==> src/rtl/cgtd_pkg.sv <==
`default_nettype none
// ----------------------------------------------------------------------------
// cgtd_pkg
// Shared types and codes for the codon Gray triangle decoder.
// ----------------------------------------------------------------------------
package cgtd_pkg;

    localparam int VAL_W = 16;   // Q3.12 value width
    localparam int SH_W  = 19;   // scaled offset before adding the low bound

    // codon classes
    localparam logic [2:0] KIND_IGNORE = 3'd0;
    localparam logic [2:0] KIND_M0     = 3'd1;
    localparam logic [2:0] KIND_M1     = 3'd2;
    localparam logic [2:0] KIND_W0     = 3'd3;
    localparam logic [2:0] KIND_W1     = 3'd4;
    localparam logic [2:0] KIND_H0     = 3'd5;
    localparam logic [2:0] KIND_H1     = 3'd6;
    localparam logic [2:0] KIND_START  = 3'd7;

    // register indexes
    localparam logic [2:0] REG_MEAN_LOW    = 3'd0;
    localparam logic [2:0] REG_MEAN_HIGH   = 3'd1;
    localparam logic [2:0] REG_WIDTH_LOW   = 3'd2;
    localparam logic [2:0] REG_WIDTH_HIGH  = 3'd3;
    localparam logic [2:0] REG_HEIGHT_LOW  = 3'd4;
    localparam logic [2:0] REG_HEIGHT_HIGH = 3'd5;

    // per-kind slots (also the gray bit positions)
    localparam logic [1:0] SLOT_MEAN   = 2'd0;
    localparam logic [1:0] SLOT_WIDTH  = 2'd1;
    localparam logic [1:0] SLOT_HEIGHT = 2'd2;

    typedef struct packed {
        logic busy;
        logic done;
    } t_unit_stat;

endpackage
`default_nettype wire

==> src/rtl/cgtd_divider.sv <==
`default_nettype none
// ----------------------------------------------------------------------------
// cgtd_divider
// Restoring divider, one quotient bit per cycle: acc / (2^n - 1) in Q1.F.
// ----------------------------------------------------------------------------
module cgtd_divider #(
    parameter int ACC_BITS  = 32,
    parameter int FRAC_BITS = 16
) (
    input  wire logic                         i_clk,
    input  wire logic                         i_rst_n,
    input  wire logic                         i_start,
    input  wire logic [ACC_BITS-1:0]          i_acc,
    input  wire logic [$clog2(ACC_BITS+1)-1:0] i_nbits,
    output logic      [FRAC_BITS:0]           o_frac,
    output cgtd_pkg::t_unit_stat              o_stat
);
    import cgtd_pkg::*;

    localparam int NB_W   = $clog2(ACC_BITS + 1);
    localparam int STEP_W = $clog2(FRAC_BITS + 1);

    logic                r_busy, n_busy;
    logic                r_done, n_done;
    logic [STEP_W-1:0]   r_step, n_step;
    logic                r_sat,  n_sat;
    logic [ACC_BITS-1:0] r_div,  n_div;
    logic [ACC_BITS-1:0] r_rem,  n_rem;
    logic [FRAC_BITS:0]  r_q,    n_q;

    logic [ACC_BITS-1:0] mask;
    logic [ACC_BITS:0]   shifted;
    logic                qbit;
    logic [FRAC_BITS+1:0] rounded;

    // divisor 2^n - 1 as a mask of n low ones
    always_comb begin
        for (int i = 0; i < ACC_BITS; i++) begin
            mask[i] = (NB_W'(i) < i_nbits);
        end
    end

    assign shifted = {r_rem, 1'b0};
    assign qbit    = (shifted >= {1'b0, r_div});

    always_comb begin
        n_busy = r_busy;
        n_done = 1'b0;
        n_step = r_step;
        n_sat  = r_sat;
        n_div  = r_div;
        n_rem  = r_rem;
        n_q    = r_q;
        if (i_start) begin
            n_div  = mask;
            n_rem  = i_acc;
            n_q    = '0;
            n_step = '0;
            n_sat  = (i_acc >= mask);
            if (i_acc >= mask) begin
                n_done = 1'b1;
            end else begin
                n_busy = 1'b1;
            end
        end else if (r_busy) begin
            n_rem  = qbit ? ACC_BITS'(shifted - {1'b0, r_div}) : ACC_BITS'(shifted);
            n_q    = {r_q[FRAC_BITS-1:0], qbit};
            n_step = r_step + 1'b1;
            if (r_step == STEP_W'(FRAC_BITS)) begin
                n_busy = 1'b0;
                n_done = 1'b1;
            end
        end
    end

    always_ff @(posedge i_clk) begin
        if (!i_rst_n) begin
            r_busy <= 1'b0;
            r_done <= 1'b0;
            r_step <= '0;
        end else begin
            r_busy <= n_busy;
            r_done <= n_done;
            r_step <= n_step;
        end
    end

    always_ff @(posedge i_clk) begin
        r_sat <= n_sat;
        r_div <= n_div;
        r_rem <= n_rem;
        r_q   <= n_q;
    end

    // round half up: drop the extra quotient bit
    assign rounded = {1'b0, r_q} + 1'b1;
    assign o_frac  = r_sat ? ((FRAC_BITS+1)'(1) << FRAC_BITS) : rounded[FRAC_BITS+1:1];
    assign o_stat.busy = r_busy;
    assign o_stat.done = r_done;

endmodule
`default_nettype wire

==> src/rtl/cgtd_scale.sv <==
`default_nettype none
// ----------------------------------------------------------------------------
// cgtd_scale
// Affine map of a Q1.F fraction into [low, high], Q3.12, saturated. 4 stages.
// ----------------------------------------------------------------------------
module cgtd_scale #(
    parameter int FRAC_BITS = 16
) (
    input  wire logic                               i_clk,
    input  wire logic                               i_rst_n,
    input  wire logic                               i_start,
    input  wire logic signed [cgtd_pkg::VAL_W-1:0]  i_lo,
    input  wire logic signed [cgtd_pkg::VAL_W-1:0]  i_hi,
    input  wire logic        [FRAC_BITS:0]          i_frac,
    output logic signed      [cgtd_pkg::VAL_W-1:0]  o_value,
    output cgtd_pkg::t_unit_stat                    o_stat
);
    import cgtd_pkg::*;

    localparam int PROD_W = FRAC_BITS + VAL_W + 3;
    localparam logic [PROD_W-1:0] HALF = PROD_W'(1) << (FRAC_BITS - 1);

    logic [3:0]                r_stage, n_stage;
    logic signed [VAL_W-1:0]   r_lo;
    logic signed [VAL_W:0]     r_span;
    logic        [FRAC_BITS:0] r_frac;
    logic signed [PROD_W-1:0]  r_prod;
    logic signed [SH_W-1:0]    r_sh;
    logic signed [VAL_W-1:0]   r_value;

    logic signed [PROD_W-1:0]  span_x;
    logic signed [PROD_W-1:0]  frac_x;
    logic [PROD_W-1:0]         sum;
    logic signed [SH_W:0]      total;

    // operands widened to the product width: span signed, fraction unsigned
    assign span_x  = {{(PROD_W-VAL_W-1){r_span[VAL_W]}}, r_span};
    assign frac_x  = {{(PROD_W-FRAC_BITS-1){1'b0}}, r_frac};
    assign n_stage = {r_stage[2:0], i_start};
    assign sum     = r_prod + HALF;
    assign total   = {{(SH_W+1-VAL_W){r_lo[VAL_W-1]}}, r_lo} + {r_sh[SH_W-1], r_sh};

    always_ff @(posedge i_clk) begin
        if (!i_rst_n) begin
            r_stage <= '0;
        end else begin
            r_stage <= n_stage;
        end
    end

    always_ff @(posedge i_clk) begin
        if (i_start) begin
            r_lo   <= i_lo;
            r_span <= {i_hi[VAL_W-1], i_hi} - {i_lo[VAL_W-1], i_lo};
            r_frac <= i_frac;
        end
        if (r_stage[0]) begin
            r_prod <= span_x * frac_x;
        end
        if (r_stage[1]) begin
            // slice of a signed word: floor shift
            r_sh <= sum[PROD_W-1:FRAC_BITS];
        end
        if (r_stage[2]) begin
            if (total > (SH_W+1)'(32767)) begin
                r_value <= 16'sh7fff;
            end else if (total < -(SH_W+1)'(32768)) begin
                r_value <= 16'sh8000;
            end else begin
                r_value <= total[VAL_W-1:0];
            end
        end
    end

    assign o_value     = r_value;
    assign o_stat.busy = |r_stage[2:0];
    assign o_stat.done = r_stage[3];

endmodule
`default_nettype wire

==> src/rtl/codon_gray_triangle_decoder.sv <==
`default_nettype none
// A codon without the last flag is absorbed while the input is not stalled, one per cycle.
// After a last codon's transfer, output valid rises once each kind has passed through
// a start state, FRAC_BITS+1 divider steps, a done strobe, 4 scaler stages and
// a handoff; a full-scale or empty kind skips the divider steps. Throughput: 1 codon/cycle
// between results; input stalls for the final math and while the previous result waits.
// Reset (synchronous, i_rst_n low): protein state cleared, registers to defaults, valid low.
// ----------------------------------------------------------------------------
// codon_gray_triangle_decoder
// Gray-decodes mean/width/height codon runs and maps them to triangle values.
// ----------------------------------------------------------------------------
module codon_gray_triangle_decoder #(
    parameter int ACC_BITS   = 32,
    parameter int FRAC_BITS  = 16,
    parameter int MAX_CODONS = 4096
) (
    input  wire logic                              i_clk,
    input  wire logic                              i_rst_n,
    // configuration write port
    input  wire logic                              i_cfg_we,
    input  wire logic [2:0]                        i_cfg_idx,
    input  wire logic [cgtd_pkg::VAL_W-1:0]        i_cfg_data,
    // codon input channel
    input  wire logic                              i_in_valid,
    output logic                                   o_in_stall,
    input  wire logic [2:0]                        i_codon_kind,
    input  wire logic                              i_last_codon,
    // result channel
    output logic                                   o_out_valid,
    input  wire logic                              i_out_stall,
    output logic signed [cgtd_pkg::VAL_W-1:0]      o_mean_value,
    output logic signed [cgtd_pkg::VAL_W-1:0]      o_width_value,
    output logic signed [cgtd_pkg::VAL_W-1:0]      o_height_value,
    output logic                                   o_functional
);
    import cgtd_pkg::*;

    localparam int CNT_W = $clog2(MAX_CODONS + 1);
    localparam int NB_W  = $clog2(ACC_BITS + 1);
    localparam logic [FRAC_BITS:0] FRAC_HALF = (FRAC_BITS+1)'(1) << (FRAC_BITS - 1);

    typedef enum logic [2:0] {
        S_IDLE,
        S_DIV_GO,
        S_DIV_WAIT,
        S_SCL_WAIT,
        S_OUT
    } t_state;

    t_state r_state, n_state;
    logic [1:0] r_sel, n_sel;

    // configuration registers
    logic signed [VAL_W-1:0] r_mean_low, r_mean_high;
    logic signed [VAL_W-1:0] r_width_low, r_width_high;
    logic signed [VAL_W-1:0] r_height_low, r_height_high;

    // per-kind protein state, slot = gray bit position
    logic [ACC_BITS-1:0] r_acc [3];
    logic [ACC_BITS-1:0] n_acc [3];
    logic [CNT_W-1:0]    r_cnt [3];
    logic [CNT_W-1:0]    n_cnt [3];
    logic [2:0]          r_gray, n_gray;

    // scaled values per slot
    logic signed [VAL_W-1:0] r_val [3];

    // result register
    logic                    r_out_valid, n_out_valid;
    logic signed [VAL_W-1:0] r_out_mean, r_out_width, r_out_height;
    logic                    r_out_func;

    logic in_xfer, out_xfer, out_load;
    logic hit;
    logic [1:0] hit_slot;
    logic coded;

    // shared units
    t_unit_stat              div_stat, scl_stat;
    logic                    div_start, scl_start;
    logic [FRAC_BITS:0]      div_frac, scl_frac;
    logic [NB_W-1:0]         sel_nbits;
    logic signed [VAL_W-1:0] scl_lo, scl_hi, scl_value;

    assign in_xfer  = i_in_valid && !o_in_stall;
    assign out_xfer = r_out_valid && !i_out_stall;
    assign out_load = (r_state == S_OUT) && (!r_out_valid || !i_out_stall);

    // codon decode
    always_comb begin
        hit      = 1'b1;
        hit_slot = SLOT_MEAN;
        coded    = 1'b0;
        case (i_codon_kind)
            KIND_M0:    begin hit_slot = SLOT_MEAN;   coded = 1'b0; end
            KIND_M1:    begin hit_slot = SLOT_MEAN;   coded = 1'b1; end
            KIND_W0:    begin hit_slot = SLOT_WIDTH;  coded = 1'b0; end
            KIND_W1:    begin hit_slot = SLOT_WIDTH;  coded = 1'b1; end
            KIND_H0:    begin hit_slot = SLOT_HEIGHT; coded = 1'b0; end
            KIND_START: begin hit_slot = SLOT_HEIGHT; coded = 1'b0; end
            KIND_H1:    begin hit_slot = SLOT_HEIGHT; coded = 1'b1; end
            KIND_IGNORE: hit = 1'b0;
            default:     hit = 1'b0;
        endcase
    end

    // absorb: running xor, shift while below both limits, saturating count
    always_comb begin
        logic g;
        g      = 1'b0;
        n_gray = r_gray;
        for (int k = 0; k < 3; k++) begin
            n_acc[k] = r_acc[k];
            n_cnt[k] = r_cnt[k];
        end
        if (in_xfer && hit) begin
            for (int k = 0; k < 3; k++) begin
                if (hit_slot == 2'(k)) begin
                    g         = r_gray[k] ^ coded;
                    n_gray[k] = g;
                    if ((32'(r_cnt[k]) < ACC_BITS) && (32'(r_cnt[k]) < MAX_CODONS)) begin
                        n_acc[k] = {r_acc[k][ACC_BITS-2:0], g};
                    end
                    if (32'(r_cnt[k]) < MAX_CODONS) begin
                        n_cnt[k] = r_cnt[k] + 1'b1;
                    end
                end
            end
        end
        // result loaded into the output register: start a fresh protein
        if (out_load) begin
            n_gray = '0;
            for (int k = 0; k < 3; k++) begin
                n_acc[k] = '0;
                n_cnt[k] = '0;
            end
        end
    end

    // sequencer: three passes through divider then scaler
    always_comb begin
        n_state = r_state;
        n_sel   = r_sel;
        case (r_state)
            S_IDLE: begin
                if (in_xfer && i_last_codon) begin
                    n_state = S_DIV_GO;
                    n_sel   = SLOT_MEAN;
                end
            end
            S_DIV_GO: n_state = S_DIV_WAIT;
            S_DIV_WAIT: begin
                if (div_stat.done) begin
                    n_state = S_SCL_WAIT;
                end
            end
            S_SCL_WAIT: begin
                if (scl_stat.done) begin
                    if (r_sel == SLOT_HEIGHT) begin
                        n_state = S_OUT;
                    end else begin
                        n_sel   = r_sel + 1'b1;
                        n_state = S_DIV_GO;
                    end
                end
            end
            S_OUT: begin
                if (out_load) begin
                    n_state = S_IDLE;
                end
            end
            default: n_state = S_IDLE;
        endcase
    end

    assign n_out_valid = out_load ? 1'b1 : (out_xfer ? 1'b0 : r_out_valid);

    // bits held = min(count, ACC_BITS)
    assign sel_nbits = (32'(r_cnt[r_sel]) < ACC_BITS) ? NB_W'(r_cnt[r_sel]) : NB_W'(ACC_BITS);
    assign div_start = (r_state == S_DIV_GO);
    assign scl_start = (r_state == S_DIV_WAIT) && div_stat.done;

    // empty kind falls back to 0.5 / 0.0 / 0.5
    always_comb begin
        scl_frac = div_frac;
        if (r_cnt[r_sel] == '0) begin
            scl_frac = (r_sel == SLOT_WIDTH) ? '0 : FRAC_HALF;
        end
    end

    always_comb begin
        case (r_sel)
            SLOT_MEAN:   begin scl_lo = r_mean_low;   scl_hi = r_mean_high;   end
            SLOT_WIDTH:  begin scl_lo = r_width_low;  scl_hi = r_width_high;  end
            SLOT_HEIGHT: begin scl_lo = r_height_low; scl_hi = r_height_high; end
            default:     begin scl_lo = r_mean_low;   scl_hi = r_mean_high;   end
        endcase
    end

    cgtd_divider #(
        .ACC_BITS  (ACC_BITS),
        .FRAC_BITS (FRAC_BITS)
    ) u_div (
        .i_clk   (i_clk),
        .i_rst_n (i_rst_n),
        .i_start (div_start),
        .i_acc   (r_acc[r_sel]),
        .i_nbits (sel_nbits),
        .o_frac  (div_frac),
        .o_stat  (div_stat)
    );

    cgtd_scale #(
        .FRAC_BITS (FRAC_BITS)
    ) u_scale (
        .i_clk   (i_clk),
        .i_rst_n (i_rst_n),
        .i_start (scl_start),
        .i_lo    (scl_lo),
        .i_hi    (scl_hi),
        .i_frac  (scl_frac),
        .o_value (scl_value),
        .o_stat  (scl_stat)
    );

    // state, protein, configuration, result register
    always_ff @(posedge i_clk) begin
        if (!i_rst_n) begin
            r_state       <= S_IDLE;
            r_sel         <= SLOT_MEAN;
            r_gray        <= '0;
            r_out_valid   <= 1'b0;
            r_mean_low    <= 16'sd0;
            r_mean_high   <= 16'sd4096;
            r_width_low   <= 16'sd0;
            r_width_high  <= 16'sd137;
            r_height_low  <= -16'sd4096;
            r_height_high <= 16'sd4096;
            for (int k = 0; k < 3; k++) begin
                r_acc[k] <= '0;
                r_cnt[k] <= '0;
            end
        end else begin
            r_state     <= n_state;
            r_sel       <= n_sel;
            r_gray      <= n_gray;
            r_out_valid <= n_out_valid;
            for (int k = 0; k < 3; k++) begin
                r_acc[k] <= n_acc[k];
                r_cnt[k] <= n_cnt[k];
            end
            if (i_cfg_we) begin
                case (i_cfg_idx)
                    REG_MEAN_LOW:    r_mean_low    <= i_cfg_data;
                    REG_MEAN_HIGH:   r_mean_high   <= i_cfg_data;
                    REG_WIDTH_LOW:   r_width_low   <= i_cfg_data;
                    REG_WIDTH_HIGH:  r_width_high  <= i_cfg_data;
                    REG_HEIGHT_LOW:  r_height_low  <= i_cfg_data;
                    REG_HEIGHT_HIGH: r_height_high <= i_cfg_data;
                    default: ;
                endcase
            end
            // payload: per-kind values, then the result transfer
            if ((r_state == S_SCL_WAIT) && scl_stat.done) begin
                r_val[r_sel] <= scl_value;
            end
            if (out_load) begin
                r_out_mean   <= r_val[SLOT_MEAN];
                r_out_width  <= r_val[SLOT_WIDTH];
                r_out_height <= r_val[SLOT_HEIGHT];
                r_out_func   <= (r_cnt[SLOT_MEAN] != '0) && (r_cnt[SLOT_WIDTH] != '0) &&
                                (r_cnt[SLOT_HEIGHT] != '0) && (r_val[SLOT_WIDTH] != '0) &&
                                (r_val[SLOT_HEIGHT] != '0);
            end
        end
    end

    assign o_in_stall     = (r_state != S_IDLE);
    assign o_out_valid    = r_out_valid;
    assign o_mean_value   = r_out_mean;
    assign o_width_value  = r_out_width;
    assign o_height_value = r_out_height;
    assign o_functional   = r_out_func;

endmodule
`default_nettype wire

==> config.mk <==
export PLATFORM = sky130hd
export DESIGN_NAME = codon_gray_triangle_decoder
export DESIGN_NICKNAME = d
export VERILOG_FILES = /design/src/rtl/cgtd_pkg.sv /design/src/rtl/cgtd_divider.sv /design/src/rtl/cgtd_scale.sv /design/src/rtl/codon_gray_triangle_decoder.sv
export SDC_FILE = /design/constraint.sdc
export NUM_CORES = 2
export LEC_CHECK = 0
export ABC_AREA = 1
export BUFFER_PORTS_ARGS = -buffer_cell sky130_fd_sc_hd__buf_2
export CAP_MARGIN = 20
export CORE_MARGIN = 2
export CORE_UTILIZATION = 45
export DETAILED_ROUTE_END_ITERATION = 12
export MAX_ROUTING_LAYER = met4
export PLACE_DENSITY = 0.69
export SETUP_SLACK_MARGIN = 0.4
export SKIP_CTS_REPAIR_TIMING = 1
export SLEW_MARGIN = 20
export SYNTH_ARGS = -nofsm -noshare
export SYNTH_HDL_FRONTEND = slang
export SYNTH_SLANG_ARGS = --single-unit
==> constraint.sdc <==
create_clock -name i_clk -period 10.15 [get_ports i_clk]
set_input_delay 1.015 -clock i_clk [delete_from_list [all_inputs] [get_ports i_clk]]
set_output_delay 1.015 -clock i_clk [all_outputs]
set_load 0.01 [all_outputs]
==> impl_metrics.toml <==
[timing]
rsz0062_at_grt = "false"
setup_violations = 0
min_period_over_period_pct = 61.19
fin_ws_ps = 3939
finalCriticalPeriod_ps = 6211
finalHoldViolations = 0
fin_worst_skew_ps = 51.38
tightest_slew_ps = 1228
fmax_mhz = 161.0
fin_tns_setup_ps = 0
relSlewSlack_pct = 17.25
finalMaxSlewViolations = 0

[drt]
drt-initial-drc-count = 2511
vias_per_cell = 5.150
dr.max_layer_used = "met4"
drc = 0
finalWirelength_mm = 97.99
wl_met1_mm = 44.34
wl_met2_mm = 45.43
dr.pass1.iters = 5
wire_per_inst_um = 16.96
drt.antenna.violating_nets = 0
wl_met3_mm = 6.133
vias = 29760

[global_route]
grt_pass1_vias = 28700
antenna_found_initial = 2
grt_max_degree = 118
grt_use_total_pct = 23.83
grt_pass1_wl_mm = 157.1
overflow = 0

[synthesis]
ys_ff_latch = 537
async_reset_ff_share_pct = 0
synth-seq-area-share_pct = 36.14
synth-edff-count = 267
avgSynthCellArea_um2 = 7.948
synthDistinctLibCells = 52
synthesis.area_um2 = 37140
syn_inst = 4673
synth_nets = 5163
synthFlopType = "dfxtp_1"
yosys_warnings = 0

[floorplanning]
num_rows = 105
dieArea_um2 = 84850
fp.dieW_um = 291.3
initial_core_util_pct = 45.38
core_area_um2 = 81850
die_y_um = 291.3
ios = 79

[clock_tree]
cts.sinks = 537
cts-buffers-inserted = 58
clk_pin_slew_ps = 70
clock_latency_ps = 660
htree_levels = 2
cts_tree = "built"
clk_path_buf_depth = 3
cts_root_buf = "clkbuf_16"

[placement]
globalplace.congestion = 0.9319
dp_slack_ps = 3942
port-buffer-count = 78
hpwl_mm = 73.33

[cells_and_area]
drive_gt1_share_pct = 5.800
area_delta_synth_final_pct = 8.627
final_net_count = 5147

[pwr]
seqPwrFrac_pct = 24.4
switching_share_pct = 46.85
p_int_uw = 6238
p_per_area_nw_per_um2 = 290.9
max-vdd-ir-drop_uv = 293.0
switching_power_uw = 5499
clkPwrFrac_pct = 18.9
p_leak_uw = 0.01950
comb_power_share_pct = 56.6

[critical_path]
cp-end-kind = "flip-flop"
cp_max_fo = 17
path_common_cell = "fa_1"
cpPeakStageDelay_ps = 870
crit_chain = "nand2_1 -> fa_1 -> inv_1 -> fa_1 -> inv_1 -> fa_1 -> inv_1 -> fa_1 -> fa_1 -> inv_1 -> fa_1 -> inv_1 -> ha_1 -> nand2_1 -> nor2_1 -> nand3_1 -> nand2_1 -> a21oi_1 -> xnor2_1"
startpoint_type = "flip-flop"
cp_slowest_cell = "edfxtp_1"
required_ps = 10520
cp.arrival_ps = 6580
crit_type = "flip-flop to flip-flop"

[job]
cap_violations = 0

[hold_path]
hold_path_class = "flip-flop to flip-flop"

[outcome]
status = "finished, final reports clean"
==> routing by layer <==
metal	up-vias	GRT usage, %
met1	14070	32.14
met3	132	2.833
met2	833	38.41
met5	-	-
li1	14720	-
met4	0	5.674
==> power groups by stage <==
stage                     sequential (uW)  combinational (uW)  clock (uW)
after floorplan                      2860                4710           0
after global placement               2900                6570           0
after detailed placement             2910                6560           0
after CTS                            2870                6600        2270
after global routing                 2890                7490        2350
final                                2870                6640        2220
==> area by class of cell <==
cell class | count | area [um^2]
Inverter | 926 | 3476
Timing Repair Buffer | 98 | 540.5
Multi-Input combinational cell | 3036 | 19540
Clock buffer | 74 | 1679
Clock inverter | 36 | 346.6
Antenna cell | 2 | 5.005
Tap cell | 1070 | 1339
Sequential cell | 537 | 13420
Fill cell | 7973 | 41500
==> per-stage QoR <==
stage	cell area [um^2]	power (uW)	std cells	hold WS, ps	util (%)
floorplan	37140	7572	4673	400.3	-
global placement	38310	9472	5667	403.6	46.80
detailed placement	38310	9467	5667	404.5	46.80
CTS	40330	11740	5777	418.7	49.28
global route	40340	12730	5778	427.6	49.29
finish	40340	11740	5779	417.7	49.29
==> synthesized netlist by cell type, types with 13 or more instances <==
library cell / n / area (um^2)
nor2_1: 406 / 1524
ha_1: 236 / 2953
buf_2: 14 / 70.07
a21oi_1: 256 / 1281
edfxtp_1: 267 / 8018
clkbuf_1: 135 / 506.7
nor4_1: 21 / 131.4
a22oi_1: 16 / 120.1
or2_2: 13 / 81.33
nand2_1: 1018 / 3821
a22o_1: 15 / 131.4
dfxtp_1: 270 / 5405
nand4_1: 32 / 200.2
o21ai_0: 258 / 1291
o211ai_1: 36 / 270.3
xor2_1: 50 / 437.9
inv_2: 24 / 90.09
nand3_1: 166 / 830.8
fa_1: 226 / 4524
nand3b_1: 18 / 135.1
nor3_1: 50 / 250.2
inv_1: 899 / 3374
o21ai_1: 85 / 425.4
xnor2_1: 34 / 297.8
==> cells in the final DEF, fill, tap and decap left out, drive strengths merged, types with 2 or more instances in the layout <==
cell,count
nand2,1027
buf,98
fa,226
nor3b,4
a211oi,4
ha,236
inv,927
edfxtp,267
nor2,415
a21o,8
o211ai,36
nand4,34
o21bai,11
xnor2,34
a221o,4
a21oi,256
o21ai,343
nand3b,18
a22oi,16
clkinv,28
clkinvlp,3
a21boi,2
nor4,21
and2,5
xor2,50
dfxtp,270
o21a,10
or2,16
o22ai,2
diode,2
and3,4
a31oi,12
bufinv,4
a22o,15
clkbuf,74
nor3,57
nand3,166
==> cells by family after synthesis <==
kind of cell	Yosys count	share of synthesized area [%]
flops	537	36.14
compound gates	723	10.62
xor+xnor	84	1.981
fa+ha+maj	462	20.13
simple gates	1767	19.76
buf+inv	1100	11.37
==> state kept, by name (all words and copies together) (netlist names), 17 cells and up, named ones only <==
register,flops
r_acc,96
r_cnt,39
r_val,48
u_div.r_div,32
u_div.r_q,17
u_div.r_rem,32
u_scale.r_frac,17
u_scale.r_prod,20
u_scale.r_sh,19
u_scale.r_span,17
==> path summary, 6_finish.rpt <==
kind / from / end / slack (ps) / depth (start not counted)
max: u_scale.r_frac[5] / u_scale.r_prod[25] / 3940 / 19
min: r_val[0][11] / o_mean_value[11] / 420 / 0
max reg2reg: u_scale.r_frac[5] / u_scale.r_prod[25] / 3940 / 19
min reg2reg: r_val[0][11] / o_mean_value[11] / 420 / 0
==> critical path: cells and delay by family, from the launching register on <==
family                   cells  cell delay [ps]
AND/OR/NAND/NOR              5             1060
XOR/XNOR                     1              130
buffers and inverters        5              260
adder cells (fa/ha/maj)      7             3550
flip-flops                   1              870
AO/OA/AOI/OAI                1              110
Note: power is estimated with default switching activity, not from simulation.
